==> src/rtl/tlvnsi_pkg.sv <==
package tlvnsi_pkg;

  localparam int unsigned MaxNameBytesDefault = 65536;
  localparam int unsigned HdrBytes = 4;
  localparam logic [2:0] HdrPayload = 3'd4;
  localparam logic [14:0] SegSatMax = 15'h7FFF;

  typedef enum logic [1:0] {
    StatusOk        = 2'd0,
    StatusTruncated = 2'd1,
    StatusOverflow  = 2'd2
  } parse_status_e;

  typedef struct packed {
    logic [7:0] byte_value;
    logic       is_last_byte;
  } in_beat_t;

  typedef struct packed {
    logic [15:0]   segment_offset;
    logic [15:0]   segment_size;
    logic [13:0]   segment_index;
    logic          segment_valid;
    logic          end_of_name;
    logic [14:0]   segment_count;
    parse_status_e parse_status;
  } out_beat_t;

endpackage

==> src/rtl/tlv_name_segment_indexer_top.sv <==
// TLV name segment indexer.
// The input channel carries one byte of a name's wire format per beat, with
// a flag on the final byte. Each component opens with a four-byte header
// whose bytes 2 and 3 give the payload length, big-endian.
// The output channel carries one beat when a component completes, or on the
// final byte of a name, giving offset, size, index, the component count and
// a parse status. Other bytes produce no output beat.
// One byte is accepted per cycle while the input does not stall; the result
// appears in the cycle after the byte is accepted, from the output register.
// The parser state and the output register are the only storage, so the
// rate is set by the single state update per byte.
// When the receiver stalls, the output beat holds. A new byte is accepted
// while the output register is empty or its beat is taken in that cycle, so
// the input stalls, whatever the byte, only while a held output beat is not
// taken in that cycle.
// Reset clears the parser state and empties the output register. After the
// final byte of a name the parser returns to its reset state.
module tlv_name_segment_indexer_top
  import tlvnsi_pkg::*;
#(
  parameter int unsigned MAX_NAME_BYTES = MaxNameBytesDefault
) (
  input  logic      clk_i,
  input  logic      rst_ni,
  input  logic      in_valid_i,
  output logic      in_stall_o,
  input  in_beat_t  in_beat_i,
  output logic      out_valid_o,
  input  logic      out_stall_i,
  output out_beat_t out_beat_o
);

  localparam int unsigned PosW = $clog2(MAX_NAME_BYTES + 1);

  logic [PosW-1:0] pos_q, pos_d;
  logic [2:0]      hdr_q, hdr_d;
  logic [7:0]      len_hi_q, len_hi_d;
  logic [15:0]     rem_q, rem_d;
  logic [15:0]     start_q, start_d;
  logic [15:0]     size_q, size_d;
  logic [14:0]     seen_q, seen_d;
  logic            ovf_q, ovf_d;

  logic            out_valid_q;
  out_beat_t       out_beat_q, out_beat_d;

  logic            in_acc;
  logic            done;
  logic            emit;
  logic [15:0]     rem_dec;
  logic [31:0]     pos_ext;
  logic [14:0]     seen_dec;

  assign in_stall_o = out_valid_q && out_stall_i;
  assign in_acc     = in_valid_i && !in_stall_o;
  assign pos_ext    = 32'(pos_q);
  assign rem_dec    = rem_q - 16'd1;

  always_comb begin
    pos_d    = pos_q;
    hdr_d    = hdr_q;
    len_hi_d = len_hi_q;
    rem_d    = rem_q;
    start_d  = start_q;
    size_d   = size_q;
    seen_d   = seen_q;
    ovf_d    = ovf_q;
    done     = 1'b0;
    if (pos_ext >= 32'(MAX_NAME_BYTES)) begin
      ovf_d = 1'b1;
    end else begin
      if (hdr_q != HdrPayload) begin
        if (hdr_q == 3'd0) begin
          start_d = pos_ext[15:0];
          if (seen_q < SegSatMax) begin
            seen_d = seen_q + 15'd1;
          end
        end
        if (hdr_q == 3'd2) begin
          len_hi_d = in_beat_i.byte_value;
        end
        if (hdr_q == 3'(HdrBytes - 1)) begin
          size_d = {len_hi_q, in_beat_i.byte_value};
          if (size_d == 16'd0) begin
            done  = 1'b1;
            hdr_d = 3'd0;
          end else begin
            rem_d = size_d;
            hdr_d = HdrPayload;
          end
        end else begin
          hdr_d = hdr_q + 3'd1;
        end
      end else begin
        rem_d = rem_dec;
        if (rem_dec == 16'd0) begin
          done  = 1'b1;
          hdr_d = 3'd0;
        end
      end
      pos_d = pos_q + PosW'(1);
    end
  end

  assign emit     = done || in_beat_i.is_last_byte;
  assign seen_dec = seen_d - 15'd1;

  always_comb begin
    out_beat_d.segment_offset = done ? start_d : 16'd0;
    out_beat_d.segment_size   = done ? size_d : 16'd0;
    out_beat_d.segment_index  = done ? seen_dec[13:0] : 14'd0;
    out_beat_d.segment_valid  = done;
    out_beat_d.end_of_name    = in_beat_i.is_last_byte;
    out_beat_d.segment_count  = seen_d;
    out_beat_d.parse_status   = StatusOk;
    if (in_beat_i.is_last_byte) begin
      if (ovf_d) begin
        out_beat_d.parse_status = StatusOverflow;
      end else if (hdr_d != 3'd0) begin
        out_beat_d.parse_status = StatusTruncated;
      end
    end
  end

  always_ff @(posedge clk_i or negedge rst_ni) begin
    if (!rst_ni) begin
      pos_q    <= '0;
      hdr_q    <= '0;
      len_hi_q <= '0;
      rem_q    <= '0;
      start_q  <= '0;
      size_q   <= '0;
      seen_q   <= '0;
      ovf_q    <= 1'b0;
    end else if (in_acc) begin
      if (in_beat_i.is_last_byte) begin
        pos_q    <= '0;
        hdr_q    <= '0;
        len_hi_q <= '0;
        rem_q    <= '0;
        start_q  <= '0;
        size_q   <= '0;
        seen_q   <= '0;
        ovf_q    <= 1'b0;
      end else begin
        pos_q    <= pos_d;
        hdr_q    <= hdr_d;
        len_hi_q <= len_hi_d;
        rem_q    <= rem_d;
        start_q  <= start_d;
        size_q   <= size_d;
        seen_q   <= seen_d;
        ovf_q    <= ovf_d;
      end
    end
  end

  always_ff @(posedge clk_i or negedge rst_ni) begin
    if (!rst_ni) begin
      out_valid_q <= 1'b0;
    end else if (in_acc && emit) begin
      out_valid_q <= 1'b1;
    end else if (!out_stall_i) begin
      out_valid_q <= 1'b0;
    end
  end

  always_ff @(posedge clk_i) begin
    if (in_acc && emit) begin
      out_beat_q <= out_beat_d;
    end
  end

  assign out_valid_o = out_valid_q;
  assign out_beat_o  = out_beat_q;

  a_hdr_range: assert property (@(posedge clk_i) disable iff (!rst_ni)
    hdr_q <= HdrPayload)
    else $error("header byte count out of range");

  a_seg_counted: assert property (@(posedge clk_i) disable iff (!rst_ni)
    out_valid_o && out_beat_o.segment_valid |-> out_beat_o.segment_count != 15'd0)
    else $error("completed segment with zero count");

  a_status_final: assert property (@(posedge clk_i) disable iff (!rst_ni)
    out_valid_o && !out_beat_o.end_of_name |-> out_beat_o.parse_status == StatusOk)
    else $error("status reported before end of name");

  a_name_restart: assert property (@(posedge clk_i) disable iff (!rst_ni)
    in_acc && in_beat_i.is_last_byte |=> pos_q == '0 && seen_q == '0 && hdr_q == '0)
    else $error("parser not restarted after final byte");

endmodule

==> config.mk <==
export PLATFORM = sky130hd
export DESIGN_NAME = tlv_name_segment_indexer_top
export DESIGN_NICKNAME = d
export VERILOG_FILES = /design/src/rtl/tlvnsi_pkg.sv /design/src/rtl/tlv_name_segment_indexer_top.sv
export SDC_FILE = /design/constraint.sdc
export NUM_CORES = 1
export LEC_CHECK = 0
export ABC_AREA = 1
export BUFFER_PORTS_ARGS = -buffer_cell sky130_fd_sc_hd__buf_2
export CAP_MARGIN = 0
export CORE_MARGIN = 2
export CORE_UTILIZATION = 45
export DETAILED_ROUTE_END_ITERATION = 8
export SLEW_MARGIN = 30
export SYNTH_ARGS = -nofsm -noshare
export SYNTH_HDL_FRONTEND = slang
export SYNTH_SLANG_ARGS = --single-unit
export TNS_END_PERCENT = 1
==> constraint.sdc <==
create_clock -name clk_i -period 7.7 [get_ports clk_i]
set_input_delay 1.54 -clock clk_i [delete_from_list [all_inputs] [get_ports clk_i]]
set_output_delay 1.54 -clock clk_i [all_outputs]
set_load 0.05 [all_outputs]
==> impl_metrics.tcl, run 1 <==
set metrics [dict create \
    wl_met2_um 8419 \
    status "finished, final reports clean" \
    drtIter0Drc 448 \
    slowest_stage "nor2_1" \
    max_freq_mhz 238.1 \
    worstPathCellList "buf_2, nand2_1, nand2_2, nor2_1, inv_1, nand2_2, buf_4" \
    hold_viol_final 0 \
    totalWireLength_um 18340 \
    rr_endpoint "out_beat_o[3]" \
    rsz0062_at_grt "false" \
    syn_area_um2 8094 \
    path_class "in -> reg" \
    drc 0 \
    synth_nets 950 \
    p_per_area_nw_per_um2 275.7 \
    r2r-start "rem_q[0]" \
    setup_viol 0 \
    ant_nets 0 \
    worstPathMaxFanout 43 \
    reg2reg_setup_slack_ns 4.20 \
    cp.required_ns 7.75 \
    vdd_drop_max_mv 0.1564 \
    antenna_found_initial 0 \
    fin_tns_setup_ns 0 \
    maxCapViolCount 0 \
    synthCells 928 \
    grt_max_degree 55 \
    topRoutingLayerUsed "met4" \
    gp_congestion 0.8498 \
    layout.nets 1024 \
    cts-root-buf "clkbuf_16" \
    io_buffers 79 \
    fin_crit_ns 4.200 \
    synth-edff-count 65 \
    cpPeakStageDelay_ns 0.69 \
    wl_met1_um 8846 \
    cp-start-kind "primary input" \
    die_x_um 138.1 \
    routed-wl-met3_um 780 \
    synth_common_cells "nand2_1, inv_1, nor2_1" \
    dpl_cell_area_um2 8677 \
    cp-startpoint "out_stall_i" \
    post-route-period-util_pct 54.54 \
    synth_top_area_share_pct 28.75 \
    grt_pass1_vias 6163 \
    synth.most_common_cell "nand2_1" \
    ff2ff_path_depth 13 \
    slew_headroom_pct 49.09 \
    yosysWarningCount 0 \
    fp.dieH_um 138.1 \
    crit_top_cell "nand2_2" \
    tritoncts "done" \
    htreeDepth 4 \
    core_um2 17780 \
    tightestPinTransition_ns 0.7608 \
    cts.reportedPaths.clkPinSlew_ns 0.06 \
    slew_viol_final 0 \
    hp-start "size_q[8]" \
    dp_hpwl_um 12680 \
    cts_sinks 158 \
    crit_buf_inv 3 \
    dr.pass1.iters 5 \
    grt_pass1_wl_um 30870 \
    post_cts_resized 0 \
    seq_area_frac_synth_pct 52.87 \
    cp.depth 7 \
    clockBufferDepth 2 \
    synth-seq-cells 158 \
    syn2layout_area_growth_pct 14.18 \
    start_util_pct 45.52 \
    avgSynthCellArea_um2 8.722 \
    drive_gt1_share_pct 19.51 \
    end_kind "flop" \
    skew_ns 0.007224 \
    p_leak_nw 4.207 \
    dieArea_um2 19080 \
    whs_endpoint "size_q[8]" \
    io_pins 80 \
    yosysUniqueCellTypes 42 \
    min_path_cells 2 \
    overflow 0 \
    yosys.area.top_type "dfrtp_1" \
    cts_buffers 17 \
    vias 6349 \
    cts_setup_buffers 0 \
    cp.arrival_ns 4.25 \
    wl_per_cell_um 14.74 \
    crit_family "simple AND/OR/NAND/NOR gates" \
    rows 49 \
    synthTopCellsByArea "dfrtp_1, edfxtp_1, nand2_1, inv_1, nor2_1" \
    stdcell_area_um2 9241 \
    grt_use_total_pct 20.06 \
    num_antenna_cells 0 \
    worst_skew_pair.late_latency_ns 0.42 \
    synthFlopType "dfrtp_1" \
    hold_buffers 0 \
    synthArstFlopShare_pct 58.86 \
    min_path_type "reg -> reg" \
    via_per_inst 5.104 \
]
-- power by group --
group          internal, mW  total (mW)  switching [mW]
Clock                 0.483       0.818           0.335
Sequential            0.961        1.01          0.0469
Combinational         0.219       0.723           0.505
-- worst max path at each step --
stage | end | slack, ns
2_1_floorplan | out_beat_o[0] | 3.71
3_3_place_gp | out_beat_o[23] | 3.10
3_5_place_dp | out_beat_o[5] | 2.99
4_1_cts | out_beat_o[7] | 3.44
5_1_grt | out_beat_o[7] | 3.21
6_report | out_beat_o[3] | 3.50
-- cell type report --
cell class              instances  area, um2
inverters                     136      520.5
flip-flops and latches        158       4279
multi-input cells             604       3148
repair buffers                 85      442.9
clock buffers                  20      446.7
fillers                      1674       8538
clock inverters                12      117.6
well taps                     229      286.5
-- cells by family after synthesis --
logic type      Yosys count  synth area share (%)
fa+ha+maj                 9                 1.391
simple gates            427                 25.51
compound gates          158                 10.88
xor+xnor                 10                 1.082
buf+inv                 166                 8.270
flops                   158                 52.87
-- worst register-to-register path: cells and delay by family, from the launching register on --
kind          cells  cell delay (ns)
flops             1             0.40
fa+ha+maj         1             0.31
buf+inv           2             0.72
simple gates      9             1.54
xor+xnor          1             0.12
-- through the flow --
stage                     util [%]  power, mW  std cells  setup WS [ns]  hold slack, ns
after CTS                    51.98      2.564       1244          3.439          0.4898
after global routing         51.98      2.697       1244          3.208          0.5030
after floorplan                  -      1.581        928          3.708          0.4479
after detailed placement     48.80      1.740       1212          2.991          0.4742
final                        51.98      2.548       1244          3.500          0.4811
after global placement       48.80      1.736       1212          3.100          0.4636
-- state kept, by name (all words and copies together) (netlist names), 3 cells and up --
signal and cells:
hdr_q 3, size_q 16, start_q 16, len_hi_q 8, pos_q 17, seen_q 15
out_beat_o 65, rem_q 16
-- layout by cell type (no fill, tap or decap), drive strengths merged --
master and instances:
buf 85, a21oi 27, nand4 15, clkbuf 20
o21a 1, nor4 2, dfrtp 93, or2 1
bufinv 2, inv 137, nor3 11, xor2 9
a31oi 2, o21ai 69, clkinv 9, and2 1
ha 9, xnor2 1, nor3b 1, nor2 136
nand2 216, edfxtp 65, nand3b 2, a21boi 1
nand3 42, a2bb2oi 1, o22ai 57
-- metal layers --
layer | vias up | global-route usage, %
li1 | 3199 | -
met1 | 2976 | 28.21
met2 | 161 | 31.63
met3 | 13 | 3.706
met4 | 0 | 6.713
met5 | - | 0
Note: power is estimated with default switching activity, not from simulation.
==> inputs of run 2 (changes only) <==
clock period = 3.9 ns   (was 7.7 ns; I/O delays follow)
==> impl_metrics.tcl, run 2 (synthesized netlist as in run 1, its figures left out) <==
set metrics [dict create \
    status "finished, final reports clean" \
    drtIter0Drc 488 \
    rows 49 \
    intPower_mw 3.247 \
    tritoncts "done" \
    fp.dieH_um 138.1 \
    pwr-share-comb_pct 28.5 \
    p_per_area_nw_per_um2 540.4 \
    cp-start-kind "flop" \
    path_class "reg -> reg" \
    fin_util_pct 52.44 \
    cts_setup_buffers 0 \
    io_pins 80 \
    via_per_inst 5.103 \
    crit_top_cell "nor2_1" \
    cp.arrival_ns 3.24 \
    crit_buf_inv 2 \
    mostFrequentLayoutCell "nand2_1" \
    antenna_found_initial 0 \
    wl_per_cell_um 14.70 \
    end_kind "flop" \
    dp_hpwl_um 12680 \
    stdcell_count 1250 \
    ff2ff_path_depth 13 \
    dieArea_um2 19080 \
    p_clk_share_pct 32.1 \
    cts_sinks 158 \
    vdd_drop_max_mv 0.3109 \
    rsz0062_at_grt "false" \
    max_freq_mhz 326.5 \
    grt_pass1_wl_um 30500 \
    min_path_type "in -> async" \
    num_antenna_cells 0 \
    core_um2 17780 \
    largest_reg_flops 65 \
    swShare_pct 35.57 \
    slew_viol_final 0 \
    fin_crit_ns 3.063 \
    die_x_um 138.1 \
    crit_family "simple AND/OR/NAND/NOR gates" \
    syn2layout_area_growth_pct 15.20 \
    maxCapViolCount 0 \
    cts_buffers 17 \
    fin_tns_setup_ns 0 \
    grt_use_total_pct 19.90 \
    cts.reportedPaths.clkPinSlew_ns 0.07 \
    layout.nets 1030 \
    cpPeakStageDelay_ns 0.60 \
    worstPathCellList "inv_1, ha_1, nand2_2, nor2_2, xor2_1, nor2_1, nand3b_1, nor2_1, nand3_2, nand2_1, nand2_1, buf_4, nor2_1" \
    placed_cells 1217 \
    slowest_stage "nand2_1" \
    setup_viol 0 \
    clockBufferDepth 2 \
    post_cts_resized 0 \
    grt_pass1_vias 5987 \
    p_switching_mw 1.793 \
    skew_ns 0.006444 \
    overflow 0 \
    totalWireLength_um 18380 \
    post-route-period-util_pct 78.53 \
    cp.required_ns 4.07 \
    ant_nets 0 \
    dr.pass1.iters 5 \
    pwr-share-seq_pct 39.5 \
    worst_skew_pair.late_latency_ns 0.43 \
    gp_congestion 0.8674 \
    p_leak_nw 4.242 \
    vias 6379 \
    htreeDepth 4 \
    whs_ns 0.2303 \
    worstPathMaxFanout 21 \
    cp.depth 13 \
    hold_viol_final 0 \
    grt_max_degree 66 \
    cts-root-buf "clkbuf_16" \
    slew_headroom_pct 45.69 \
    start_util_pct 45.52 \
    hold_buffers 0 \
    final_cell_mix "nand2_1, inv_1, nor2_1" \
    drc 0 \
    drive_gt1_share_pct 20.37 \
    tightestPinTransition_ns 0.8127 \
    io_buffers 79 \
]
==> run 2: changes by cell type in the layout (fill, tap and decap cells not counted), moves of 2 or more <==
cell / previous run / this run
inv_6: 2 / 4
clkinvlp_4: 0 / 3
inv_8: 0 / 2
clkbuf_1: 2 / 0
clkinv_2: 4 / 2
clkinv_1: 3 / 1
buf_4: 7 / 11
==> run 2: layout make-up <==
class / instances / area [um2]
flip-flops and latches: 158 / 4279
well taps: 229 / 286.5
clock buffers: 18 / 439.2
multi-input cells: 604 / 3148
repair buffers: 91 / 520.5
inverters: 136 / 520.5
clock inverters: 14 / 130.1
fillers: 1640 / 8456
==> run 2: final timing paths <==
kind                            startpoint              to  slack, ns
worst min-delay path                rst_ni        rem_q[0]       0.23
worst max-delay path              rem_q[0]  out_beat_o[51]       0.84
max in group asynchronous           rst_ni       seen_q[3]       3.13
worst max register to register    rem_q[0]  out_beat_o[51]       0.84
min in group clk_i              size_q[15]      size_q[15]       0.49
worst min register to register  size_q[15]      size_q[15]       0.49
==> run 2: metrics by stage <==
stage               setup slack [ns]  total power, mW  instance area, um2
finish                        0.8372            5.039                9324
global route                  0.6102            5.344                9324
CTS                           0.8452            5.067                9296
detailed placement            0.8696            3.441                8727
global placement              0.9391            3.440                8727
floorplan                     0.4354            3.121                8094
==> run 2: routing by layer <==
metal	GRT usage [%]	part of all wire (%)	wire length [um]	up-vias
met1	28.34	49	9046	2991
met2	30.38	45	8329	140
met5	0	0	0	-
li1	-	-	-	3226
met3	3.741	3.7	672	22
met4	7.787	1.8	330	0
==> run 2: power by group through the flow <==
| stage | sequential [mW] | combinational (mW) | clock, mW |
|---|---|---|---|
| 6_report | 1.99 | 1.44 | 1.62 |
| 5_1_grt | 2.01 | 1.62 | 1.72 |
| 2_1_floorplan | 2.10 | 1.02 | 0 |
| 4_1_cts | 1.99 | 1.43 | 1.65 |
| 3_3_place_gp | 2.01 | 1.43 | 0 |
| 3_5_place_dp | 2.02 | 1.42 | 0 |
==> run 2: worst reg2reg max path, cell delays in order (launching register included) <==
cell and delay [ns]:
dfrtp_1 0.40, inv_1 0.14, ha_1 0.29, nand2_2 0.12, nor2_2 0.16, xor2_1 0.19, nor2_1 0.09, nand3b_1 0.09
nor2_1 0.05, nand3_2 0.08, nand2_1 0.07, nand2_1 0.60, buf_4 0.44, nor2_1 0.10
==> inputs of run 3 (changes only) <==
ABC_AREA = 0   (was 1)
PLACE_DENSITY = 0.66   (was default)
clock period = 2.5 ns   (was 3.9 ns; I/O delays follow)
==> impl_metrics.tcl, run 3 <==
set metrics [dict create \
    drtIter0Drc 477 \
    setup_viol 50 \
    clockBufferDepth 2 \
    cp-start-kind "flop" \
    dp_hpwl_um 12860 \
    top_usage_layer "met2" \
    rows 48 \
    core_um2 17060 \
    tightestPinTransition_ns 0.4905 \
    fp.dieH_um 135.4 \
    die_x_um 135.4 \
    wl_per_cell_um 16.79 \
    grt_use_total_pct 22.48 \
    io_pins 80 \
    p_total_mw 8.080 \
    cts-root-buf "clkbuf_16" \
    synth_top_area_share_pct 29.96 \
    cp.required_ns 2.67 \
    layout.nets 974 \
    worst_skew_pair.late_latency_ns 0.43 \
    violations "setup timing" \
    grt_use_met2_pct 36.94 \
    path_class "reg -> reg" \
    ant_nets 0 \
    p_leak_nw 4.352 \
    mostFrequentLayoutCell "nand2_1" \
    gp_congestion 0.8666 \
    rsz0062_at_grt "true" \
    start_util_pct 45.54 \
    yosys.area.top_type "dfrtp_1" \
    p_per_area_nw_per_um2 798.0 \
    hp-start "in_valid_i" \
    drive_gt1_share_pct 30.16 \
    end_kind "flop" \
    dieArea_um2 18330 \
    final_cell_mix "nand2_1, buf_4, dfrtp_1" \
    fin_crit_ns 2.564 \
    grt_pass1_vias 6418 \
    worstPathMaxFanout 21 \
    drc 0 \
    synth_common_cells "nand2_1, dfrtp_1, edfxtp_1" \
    status "finished, violations left" \
    whs_ns 0.3025 \
    vdd_drop_max_mv 0.5409 \
    yosysUniqueCellTypes 66 \
    synthTopCellsByArea "dfrtp_1, edfxtp_1, nand2_1, o21ai_0, a21oi_1" \
    io_buffers 79 \
    overflow 0 \
    yosysWarningCount 0 \
    max_freq_mhz 390.1 \
    min_path_type "in -> reg" \
    setup_slack_ns -0.06370 \
    num_antenna_cells 0 \
    antenna_found_initial 0 \
    totalWireLength_um 19980 \
    tritoncts "done" \
    cp.arrival_ns 2.73 \
    synthCells 768 \
    avgSynthCellArea_um2 10.11 \
    syn2layout_area_growth_pct 30.35 \
    slew_viol_final 0 \
    grt_pass1_wl_um 32380 \
    met1_usage_pct 29.70 \
    synth_nets 790 \
    use_met3_pct 4.003 \
    skew_ns 0.008278 \
    cts.reportedPaths.clkPinSlew_ns 0.06 \
    post-route-period-util_pct 102.5 \
    htreeDepth 4 \
    fill_cells 1420 \
    syn_area_um2 7767 \
    dr.pass1.iters 5 \
    slew_headroom_pct 67.30 \
    synthFlopType "dfrtp_1" \
    maxCapViolCount 0 \
    largest_reg_flops 65 \
    synth.most_common_cell "nand2_1" \
    cts_sinks 158 \
    grt_max_degree 48 \
    synth-seq-cells 158 \
    vias 6668 \
    cts_buffers 17 \
    synth-edff-count 65 \
    seq_area_frac_synth_pct 55.09 \
    synthArstFlopShare_pct 58.86 \
    r2r-start "hdr_q[1]" \
    cp-startpoint "hdr_q[1]" \
    hold_viol_final 0 \
    via_per_inst 5.603 \
]
==> run 3: worst paths after layout <==
kind	endpoint	slack [ns]	depth (start not counted)
worst min register to register	size_q[15]	0.48	1
worst max register to register	out_beat_o[31]	-0.06	11
max in group asynchronous	seen_q[2]	1.32	3
worst max-delay path	out_beat_o[31]	-0.06	11
worst min-delay path	out_valid_o	0.30	2
min in group asynchronous	size_q[5]	0.52	2
==> run 3: critical path: stages, from the launching register on <==
cell and delay [ns]:
dfrtp_1 0.40, inv_2 0.09, ha_4 0.13, or3b_4 0.40
buf_12 0.18, nor4_4 0.19, nand4b_1 0.22, xnor2_2 0.19
nor2_1 0.11, buf_4 0.15, and4_1 0.20, nor3_2 0.05
==> run 3: cell families after synthesis <==
| family | Yosys count | synth area share [%] |
|---|---|---|
| AND/OR/NAND/NOR | 288 | 18.41 |
| AO/OA/AOI/OAI | 214 | 17.72 |
| flip-flops | 158 | 55.09 |
| XOR/XNOR | 26 | 3.028 |
| multiplexers | 5 | 0.6444 |
| adder cells (fa/ha/maj) | 9 | 1.450 |
| buffers and inverters | 68 | 3.657 |
==> run 3: cell type report <==
type	count	area (um2)	share of cell area, %
clock inverters	12	120.1	1.186
flip-flops and latches	158	4280	42.28
repair buffers	208	1450	14.32
multi-input cells	542	3407	33.65
well taps	225	281.5	2.781
clock buffers	20	489.2	4.832
inverters	25	96.34	0.9516
==> run 3: per-stage QoR <==
stage	util, %	instances	TNS, ns	setup slack (ns)	cell area (um2)
floorplan	-	768	-60.15	-0.9040	7825
global placement	53.41	1132	-3.416	-0.2056	9110
detailed placement	53.41	1132	-5.985	-0.2877	9110
CTS	58.85	1188	-1.468	-0.04696	10040
global route	59.36	1190	-9.649	-0.1907	10120
finish	59.36	1190	-1.413	-0.06370	10120
==> run 3: metal layers <==
metal | wire (um) | part of all wire [%] | vias to the layer above
met5 | 0 | 0 | -
met4 | 537 | 2.7 | 0
met3 | 892 | 4.5 | 45
met2 | 9666 | 48 | 202
met1 | 8884 | 44 | 3265
li1 | - | - | 3156
==> run 3: power breakdown <==
| part | internal [mW] | total [mW] | switching (mW) |
|---|---|---|---|
| logic | 1.12 | 2.41 | 1.29 |
| clock network | 1.54 | 2.65 | 1.11 |
| registers | 2.88 | 3.02 | 0.145 |
| total | 5.54 | 8.08 | 2.54 |
==> run 3: what timing repair did <==
| item | CTS | global route |
|---|---|---|
| hold buffers | 1 | 0 |
| gates resized for setup | 29 | 16 |
| endpoints found under the setup margin | 89 | 119 |
| pin swaps | 18 | 5 |
| gates cloned | 1 | 0 |
| hold endpoints to repair | 23 | 0 |
| setup buffers | 22 | 2 |
